### config.mk
export PLATFORM = sky130hd
export DESIGN_NAME = nearest_sample_rate_converter
export DESIGN_NICKNAME = d
export VERILOG_FILES = /design/src/hdl/nsrc_pkg.sv /design/src/hdl/nsrc_ctrl.sv /design/src/hdl/nsrc_datapath.sv /design/src/hdl/nearest_sample_rate_converter.sv
export SDC_FILE = /design/constraint.sdc
export NUM_CORES = 1
export LEC_CHECK = 0
export BUFFER_PORTS_ARGS = -buffer_cell sky130_fd_sc_hd__buf_2
export CORE_MARGIN = 2
export CORE_UTILIZATION = 55
export DETAILED_ROUTE_END_ITERATION = 10
export PLACE_DENSITY = 0.79
export SLEW_MARGIN = 20
export SYNTH_ARGS = -nofsm -noshare
export SYNTH_HDL_FRONTEND = slang
export SYNTH_SLANG_ARGS = --single-unit
### constraint.sdc
create_clock -name clk -period 4.9 [get_ports clk]
set_input_delay 0.98 -clock clk [delete_from_list [all_inputs] [get_ports clk]]
set_output_delay 0.98 -clock clk [all_outputs]
set_load 0.01 [all_outputs]
### src/hdl/nsrc_pkg.sv
package nsrc_pkg;

  // Width of the frame counters
  localparam int COUNT_BITS = 24;
  localparam int POS_BITS   = 32;
  localparam int LIMIT_BITS = 24;
  localparam int STEP_BITS  = 11;
  localparam int SAMPLE_BITS = 16;
  localparam int CFG_IDX_BITS  = 2;
  localparam int CFG_DATA_BITS = 24;
  // Common width for comparing counters against the limit and frame positions
  localparam int CMP_W = (COUNT_BITS > LIMIT_BITS) ? COUNT_BITS : LIMIT_BITS;
  localparam int RUN_BITS = 3;   // outputs per input frame, up to eight

  localparam logic [CFG_IDX_BITS-1:0] REG_CHANNELS = 2'd0;
  localparam logic [CFG_IDX_BITS-1:0] REG_WIDE     = 2'd1;
  localparam logic [CFG_IDX_BITS-1:0] REG_STEP     = 2'd2;
  localparam logic [CFG_IDX_BITS-1:0] REG_LIMIT    = 2'd3;

  localparam logic [1:0] CHANNELS_STEREO = 2'd2;

  typedef enum logic {
    ST_IDLE,
    ST_RUN
  } state_t;

  typedef struct packed {
    logic load;     // capture a source frame
    logic emit;     // load the output register and advance the counters
    logic last;     // this output closes the run
    logic finish;   // source frame done
  } nsrc_cmd_t;

  typedef struct packed {
    logic emit_ok;   // another output maps to the current frame
    logic more_next; // one more would follow after the next emit
    logic out_free;  // output register can take a value this cycle
  } nsrc_status_t;

endpackage

### src/hdl/nsrc_ctrl.sv
module nsrc_ctrl
  import nsrc_pkg::*;
(
  input  logic         clk,
  input  logic         rst_n,
  input  logic         in_tvalid,
  output logic         in_tready,
  input  nsrc_status_t status,
  output nsrc_cmd_t    cmd
);

  state_t state_r, state_nxt;
  logic [RUN_BITS-1:0] run_r, run_nxt;
  logic run_full;

  assign run_full = (run_r == {RUN_BITS{1'b1}});

  always_ff @(posedge clk) begin
    if (!rst_n) begin
      state_r <= ST_IDLE;
      run_r   <= '0;
    end else begin
      state_r <= state_nxt;
      run_r   <= run_nxt;
    end
  end

  always_comb begin
    state_nxt  = state_r;
    run_nxt    = run_r;
    in_tready  = 1'b0;
    cmd        = '0;
    unique case (state_r)
      ST_IDLE: begin
        in_tready = 1'b1;
        if (in_tvalid) begin
          cmd.load  = 1'b1;
          run_nxt   = '0;
          state_nxt = ST_RUN;
        end
      end
      ST_RUN: begin
        if (!status.emit_ok) begin
          // nothing maps to this frame
          cmd.finish = 1'b1;
          state_nxt  = ST_IDLE;
        end else if (status.out_free) begin
          cmd.emit = 1'b1;
          cmd.last = !status.more_next || run_full;
          run_nxt  = run_r + 1'b1;
          if (cmd.last) begin
            cmd.finish = 1'b1;
            state_nxt  = ST_IDLE;
          end
        end
      end
      default: state_nxt = ST_IDLE;
    endcase
  end

endmodule

### src/hdl/nsrc_datapath.sv
module nsrc_datapath
  import nsrc_pkg::*;
(
  input  logic                     clk,
  input  logic                     rst_n,
  input  logic                     cfg_wr_en,
  input  logic [CFG_IDX_BITS-1:0]  cfg_index,
  input  logic [CFG_DATA_BITS-1:0] cfg_wdata,
  input  logic [2*SAMPLE_BITS-1:0] in_tdata,
  input  nsrc_cmd_t                cmd,
  output nsrc_status_t             status,
  output logic                     out_tvalid,
  input  logic                     out_tready,
  output logic [2*SAMPLE_BITS-1:0] out_tdata,
  output logic                     out_tlast
);

  localparam logic [COUNT_BITS-1:0] COUNT_MAX = {COUNT_BITS{1'b1}};

  logic [1:0]            channels_r;
  logic                  wide_r;
  logic [STEP_BITS-1:0]  step_r;
  logic [LIMIT_BITS-1:0] limit_r;

  logic [COUNT_BITS-1:0] src_r;
  logic [COUNT_BITS-1:0] emitted_r;
  logic [POS_BITS-1:0]   pos_r;

  logic [SAMPLE_BITS-1:0] first_r, second_r;
  logic [SAMPLE_BITS-1:0] first_w, second_w;

  logic                   out_valid_r;
  logic [SAMPLE_BITS-1:0] out_first_r, out_second_r;
  logic                   out_last_r;

  logic [POS_BITS:0]     pos_sum;
  logic [POS_BITS-1:0]   pos_sat;
  logic [COUNT_BITS-1:0] emitted_inc;
  logic [CMP_W-1:0]      limit_x, src_x;

  function automatic logic [SAMPLE_BITS-1:0] widen(input logic wide,
                                                   input logic [SAMPLE_BITS-1:0] raw);
    if (wide) begin
      return raw;
    end
    return {raw[7:0] ^ 8'h80, 8'h00};
  endfunction

  assign first_w  = widen(wide_r, in_tdata[SAMPLE_BITS-1:0]);
  assign second_w = (channels_r == CHANNELS_STEREO) ?
                    widen(wide_r, in_tdata[2*SAMPLE_BITS-1:SAMPLE_BITS]) : '0;

  // Saturating step of the output position
  assign pos_sum     = {1'b0, pos_r} + (POS_BITS+1)'(step_r);
  assign pos_sat     = pos_sum[POS_BITS] ? {POS_BITS{1'b1}} : pos_sum[POS_BITS-1:0];
  assign emitted_inc = emitted_r + 1'b1;
  assign limit_x     = CMP_W'(limit_r);
  assign src_x       = CMP_W'(src_r);

  assign status.emit_ok   = (CMP_W'(emitted_r) < limit_x) && (emitted_r != COUNT_MAX) &&
                            (CMP_W'(pos_r[POS_BITS-1:8]) <= src_x);
  assign status.more_next = (CMP_W'(emitted_inc) < limit_x) && (emitted_inc != COUNT_MAX) &&
                            (CMP_W'(pos_sat[POS_BITS-1:8]) <= src_x);
  assign status.out_free  = !out_valid_r || out_tready;

  always_ff @(posedge clk) begin
    if (!rst_n) begin
      channels_r <= 2'd1;
      wide_r     <= 1'b1;
      step_r     <= STEP_BITS'(256);
      limit_r    <= '0;
    end else if (cfg_wr_en) begin
      unique case (cfg_index)
        REG_CHANNELS: channels_r <= cfg_wdata[1:0];
        REG_WIDE:     wide_r     <= cfg_wdata[0];
        REG_STEP:     step_r     <= cfg_wdata[STEP_BITS-1:0];
        REG_LIMIT:    limit_r    <= cfg_wdata[LIMIT_BITS-1:0];
        default:      ;
      endcase
    end
  end

  always_ff @(posedge clk) begin
    if (!rst_n) begin
      src_r     <= '0;
      emitted_r <= '0;
      pos_r     <= '0;
    end else begin
      if (cmd.emit) begin
        emitted_r <= emitted_inc;
        pos_r     <= pos_sat;
      end
      if (cmd.finish && src_r != COUNT_MAX) begin
        src_r <= src_r + 1'b1;
      end
    end
  end

  // Hold the widened frame for the whole run
  always_ff @(posedge clk) begin
    if (cmd.load) begin
      first_r  <= first_w;
      second_r <= second_w;
    end
  end

  always_ff @(posedge clk) begin
    if (!rst_n) begin
      out_valid_r <= 1'b0;
    end else if (cmd.emit) begin
      out_valid_r <= 1'b1;
    end else if (out_tready) begin
      out_valid_r <= 1'b0;
    end
  end

  always_ff @(posedge clk) begin
    if (cmd.emit) begin
      out_first_r  <= first_r;
      out_second_r <= second_r;
      out_last_r   <= cmd.last;
    end
  end

  assign out_tvalid = out_valid_r;
  assign out_tdata  = {out_second_r, out_first_r};
  assign out_tlast  = out_last_r;

endmodule

### src/hdl/nearest_sample_rate_converter.sv
// Channel  Dir  Handshake          Payload
// in_      in   in_tvalid/tready   in_tdata: raw_first[15:0], raw_second[31:16]
// out_     out  out_tvalid/tready  out_tdata: sample_first, sample_second; out_tlast
// cfg_     in   cfg_wr_en          cfg_index, cfg_wdata
//
// A source frame is accepted in the idle state; the run state then produces its
// outputs (up to eight), or ends the run without output when it produces none.
// The run sequencer emits one output per cycle while the output register is free.
// Reset is synchronous, active low, and leaves the block ready at once.
// A stalled output holds the run in place until the output register frees.
module nearest_sample_rate_converter
  import nsrc_pkg::*;
(
  input  logic                     clk,
  input  logic                     rst_n,
  input  logic                     in_tvalid,
  output logic                     in_tready,
  input  logic [2*SAMPLE_BITS-1:0] in_tdata,   // raw_first, raw_second
  output logic                     out_tvalid,
  input  logic                     out_tready,
  output logic [2*SAMPLE_BITS-1:0] out_tdata,  // sample_first, sample_second
  output logic                     out_tlast,
  input  logic                     cfg_wr_en,
  input  logic [CFG_IDX_BITS-1:0]  cfg_index,
  input  logic [CFG_DATA_BITS-1:0] cfg_wdata
);

  nsrc_cmd_t    cmd;
  nsrc_status_t status;

  nsrc_ctrl u_ctrl (
    .clk       (clk),
    .rst_n     (rst_n),
    .in_tvalid (in_tvalid),
    .in_tready (in_tready),
    .status    (status),
    .cmd       (cmd)
  );

  nsrc_datapath u_datapath (
    .clk        (clk),
    .rst_n      (rst_n),
    .cfg_wr_en  (cfg_wr_en),
    .cfg_index  (cfg_index),
    .cfg_wdata  (cfg_wdata),
    .in_tdata   (in_tdata),
    .cmd        (cmd),
    .status     (status),
    .out_tvalid (out_tvalid),
    .out_tready (out_tready),
    .out_tdata  (out_tdata),
    .out_tlast  (out_tlast)
  );

endmodule

==> Flow_metrics.wiki <==
{| class="wikitable"
! Metric !! Value
|-
| Number of standard cells in the layout, taps in and fillers out || 1,591
|-
| Worst setup skew after layout || 0.01660 ns
|-
| Number of rows in the core area || 51
|-
| Number of max-slew violations in the final report || 0
|-
| Fmax || 211.3 MHz
|-
| DIE AREA || 21,020 um^2
|-
| R2R cell count || 20
|-
| Number of ports placed on the die boundary || 98
|-
| Kind of end point of the critical path || register
|-
| Tot Pwr || 4.703 mW
|-
| Static Leak || 5.226 nW
|-
| Routed WL || 26,810 um
|-
| Hold path depth || 0
|-
| Critical path data arrival time || 5.11 ns
|-
| Number of global-route vias before repair || 8,969
|-
| Maximum buffer depth of the clock tree || 2
|-
| Worst hold margin || 0.4211 ns
|-
| Tmin final || 4.733 ns
|-
| Total cell area at the placement stage || 11,830 um^2
|-
| Share of cells above drive strength 1 || 16.14%
|-
| Commonest cells after routing, fill and taps aside || sky130_fd_sc_hd__nand2_1 (170), sky130_fd_sc_hd__dfxtp_1 (122), sky130_fd_sc_hd__ha_1 (109), sky130_fd_sc_hd__nor2_1 (99), sky130_fd_sc_hd__buf_2 (97)
|-
| Post-synth EDFFs || 65
|-
| Sequential element share of the synthesized area || 40.38%
|-
| WP data required || 5.28 ns
|-
| Endpoint of the most critical register-to-register path || u_datapath.src_r[22]
|-
| Sum of buffers and inverters on the critical path || 1
|-
| Critical path launch point type || register
|-
| Launch instance of the worst register-to-register path || u_datapath.pos_r[0]
|-
| Detailed-router iteration count before antenna repair || 7
|-
| Synth cell types || 68
|-
| Peak supply drop || 0.2754 mV
|-
| Mean cell area of the mapped netlist || 9.021 um^2
|-
| Clock sink total || 188
|-
| Ant diodes || 0
|-
| Largest fanout of any net on the critical path || 13
|-
| TritonCTS clock tree || yes
|-
| Dominant delay contributor by cell family on the critical path || compound AO/OA/AOI/OAI gates
|-
| Initial antenna violation count || 0
|-
| Synthesis-stage register bit count || 188
|-
| Avg Vias per Cell || 5.854
|-
| Final number of hold-violating endpoints || 0
|-
| Share of flip-flops with an asynchronous set or reset || 0%
|-
| Vias || 9,314
|-
| Number of warnings printed during yosys synthesis || 0
|-
| Share of the cycle needed by the critical path after routing || 96.58%
|-
| Overall global routing resource usage || 25.29%
|-
| Worst hold path endpoint || u_datapath.out_first_r[3]
|-
| Detailed router's first-iteration violation count || 674
|-
| Ordered cell list for the critical path || ha_2 -> fa_2 -> a21o_1 -> a211oi_2 -> o21a_1 -> o31ai_4 -> nand2_4 -> nor3_4 -> mux2_2 -> ha_1 -> nand4_1 -> nor4_4 -> nand4_1 -> o21bai_1 -> a31o_2 -> a31oi_4 -> o21ai_2 -> buf_12 -> or4_4 -> a21oi_2
|-
| Cell with the biggest individual delay on the critical path || sky130_fd_sc_hd__or4_4
|-
| Nets@finish || 1,487
|-
| Root buffer cell || sky130_fd_sc_hd__clkbuf_16
|-
| Clock transition at the registers of the reported paths || 0.09 ns
|-
| Worst slack after detailed placement || -0.005206 ns
|-
| Number of nets with antenna violations after detailed routing || 0
|-
| Setup CP Type || register to register
|-
| Global-route wire length before repair || 43,820 um
|-
| Placeable Area || 19,460 um^2
|-
| Cell seen most often among critical-path stages || sky130_fd_sc_hd__nand4_1
|-
| # Max-Cap Violations || 0
|-
| Vertical die dimension || 145.0 um
|-
| Post-detail-place hpwl || 18,890 um
|-
| Effective utilization at floorplan || 56.17%
|-
| Die width || 145.0 um
|-
| Hold crit path type || register to register
|-
| Total power divided by cell area || 373.0 nW/um^2
|-
| Commonest non-fill, non-tap cell in the layout || sky130_fd_sc_hd__nand2_1
|-
| Largest net degree at the start of global routing || 81
|-
| Number of CTS-inserted buffers || 17
|-
| Clock latency on the worst-skew pair || 0.45 ns
|-
| Residual DRC count || 0
|-
| Origin of the worst setup path || u_datapath.pos_r[0]
|-
| Pin slew with the least headroom to its limit || 0.9785 ns
|-
| Critical path's largest stage delay || 0.47 ns
|-
| Routed length per placed instance || 16.85 um
|-
| H-tree depth reported by CTS || 4
|-
| HP Start || u_datapath.first_r[3]
|-
| Run status || finished, final reports clean
|-
| R2R setup slack || 0.17 ns
|-
| Slack of the critical path || 0.1674 ns
|-
| Post-Synthesis Net Count || 1,386
|-
| Synth Flop Type || sky130_fd_sc_hd__dfxtp_1
|-
| Worst-case headroom to the max-slew limit || 34.58%
|-
| Netlist area before placement || 10,930 um^2
|-
| Cell count after synthesis || 1,212
|-
| Congestion Overflow GR || 0
|-
| Port Buffer Count || 97
|-
| Global placer's final weighted congestion || 0.9232
|-
| Area Overhead vs Synth || 15.34%
|-
| Count of placed standard cells including taps || 1,556
|-
| Setup violation total in the final timing report || 0
|-
| Finished Cell Area || 12,610 um^2
|}
cells by family after synthesis:
logic type	Yosys count	synth area share, %
adders and majority gates	111	12.77
and+or+nand+nor	469	20.51
muxes	35	3.319
DFF	188	40.38
buffers and inverters	112	3.914
xor gates and xnor gates	70	5.608
AOI/OAI and AO/OA	227	13.50
report_power, final:
| part | leakage (nW) | total (mW) | internal (mW) | switching [mW] |
|---|---|---|---|---|
| Combinational | 3.30 | 1.28 | 0.489 | 0.790 |
| Clock | 0.310 | 1.49 | 0.726 | 0.767 |
| Sequential | 1.61 | 1.93 | 1.83 | 0.101 |
Yosys cell counts, types with 7 or more instances:
cell,number,area (um^2)
sky130_fd_sc_hd__nand2_1,171,641.9
sky130_fd_sc_hd__dfxtp_1,123,2462
sky130_fd_sc_hd__ha_1,110,1376
sky130_fd_sc_hd__nor2_1,102,382.9
sky130_fd_sc_hd__a21oi_1,90,450.4
sky130_fd_sc_hd__edfxtp_1,65,1952
sky130_fd_sc_hd__inv_1,58,217.7
sky130_fd_sc_hd__clkbuf_1,44,165.2
sky130_fd_sc_hd__xnor2_1,42,367.9
sky130_fd_sc_hd__nand3_1,39,195.2
sky130_fd_sc_hd__nand4_1,32,200.2
sky130_fd_sc_hd__o21ai_0,32,160.2
sky130_fd_sc_hd__xor2_1,28,245.2
sky130_fd_sc_hd__mux2i_1,25,250.2
sky130_fd_sc_hd__a21o_1,22,165.2
sky130_fd_sc_hd__and3_1,22,137.6
sky130_fd_sc_hd__nor3_1,22,110.1
sky130_fd_sc_hd__and2_1,16,100.1
sky130_fd_sc_hd__a311oi_1,14,122.6
sky130_fd_sc_hd__nor4_1,11,68.82
sky130_fd_sc_hd__mux2_2,10,112.6
sky130_fd_sc_hd__o21a_1,10,75.07
sky130_fd_sc_hd__nand2b_1,9,56.30
sky130_fd_sc_hd__or3_1,9,56.30
sky130_fd_sc_hd__and4_1,8,70.07
sky130_fd_sc_hd__nor2b_1,7,43.79
repair_timing:
action | 4_1_cts | 5_1_grt
pin swaps | 0 | 7
endpoints found under the hold margin | 0 | 0
gates resized for setup | 3 | 23
endpoints found under the setup margin | 3 | 24
gates cloned | 0 | 0
buffers inserted | 0 | 3
hold buffers | 0 | 0
sequential cells by signal, summed over array words and instances, names as in the netlist:
register / count
u_datapath.pos_r: 32
u_datapath.emitted_r: 24
u_datapath.limit_r: 24
u_datapath.src_r: 24
u_datapath.first_r: 16
u_datapath.out_first_r: 16
u_datapath.out_second_r: 16
u_datapath.second_r: 16
u_datapath.step_r: 11
u_ctrl.run_r: 3
u_datapath.channels_r: 2
u_ctrl.state_r: 1
u_datapath.out_tlast: 1
u_datapath.out_tvalid: 1
u_datapath.wide_r: 1
through the flow:
step	utilization, %	TNS [ns]
after floorplan	-	0
after global routing	64.79	-0.1723
after global placement	60.79	0
after CTS	64.21	0
final	64.79	0
after detailed placement	60.79	-0.005206
area by class of cell:
cell class,count,area (um^2)
fill,1544,6853
multi-input combinational,912,6196
sequential,188,4415
timing repair buffer,135,795.8
clock buffer,17,425.4
tap,265,331.6
clock inverter,15,224.0
inverter,59,221.5
how the worst max path moves through the flow:
stage | to | slack [ns] | depth (start not counted)
after global placement | u_datapath.src_r[22] | 0.13 | 20
after global routing | u_datapath.src_r[22] | -0.06 | 21
after detailed placement | u_datapath.src_r[22] | -0.005 | 20
after CTS | u_datapath.src_r[22] | 0.04 | 22
after floorplan | u_datapath.src_r[17] | 0.01 | 21
final | u_datapath.src_r[22] | 0.17 | 20
routing by layer:
layer / global-route usage (%) / vias up / routed length [um]
met2: 41.98 / 311 / 12410
met4: 6.931 / 0 / 421
met3: 4.811 / 28 / 1804
met5: 0 / - / 0
met1: 33.90 / 4431 / 12180
li1: - / 4544 / -
(Power assumes the default switching activity.)
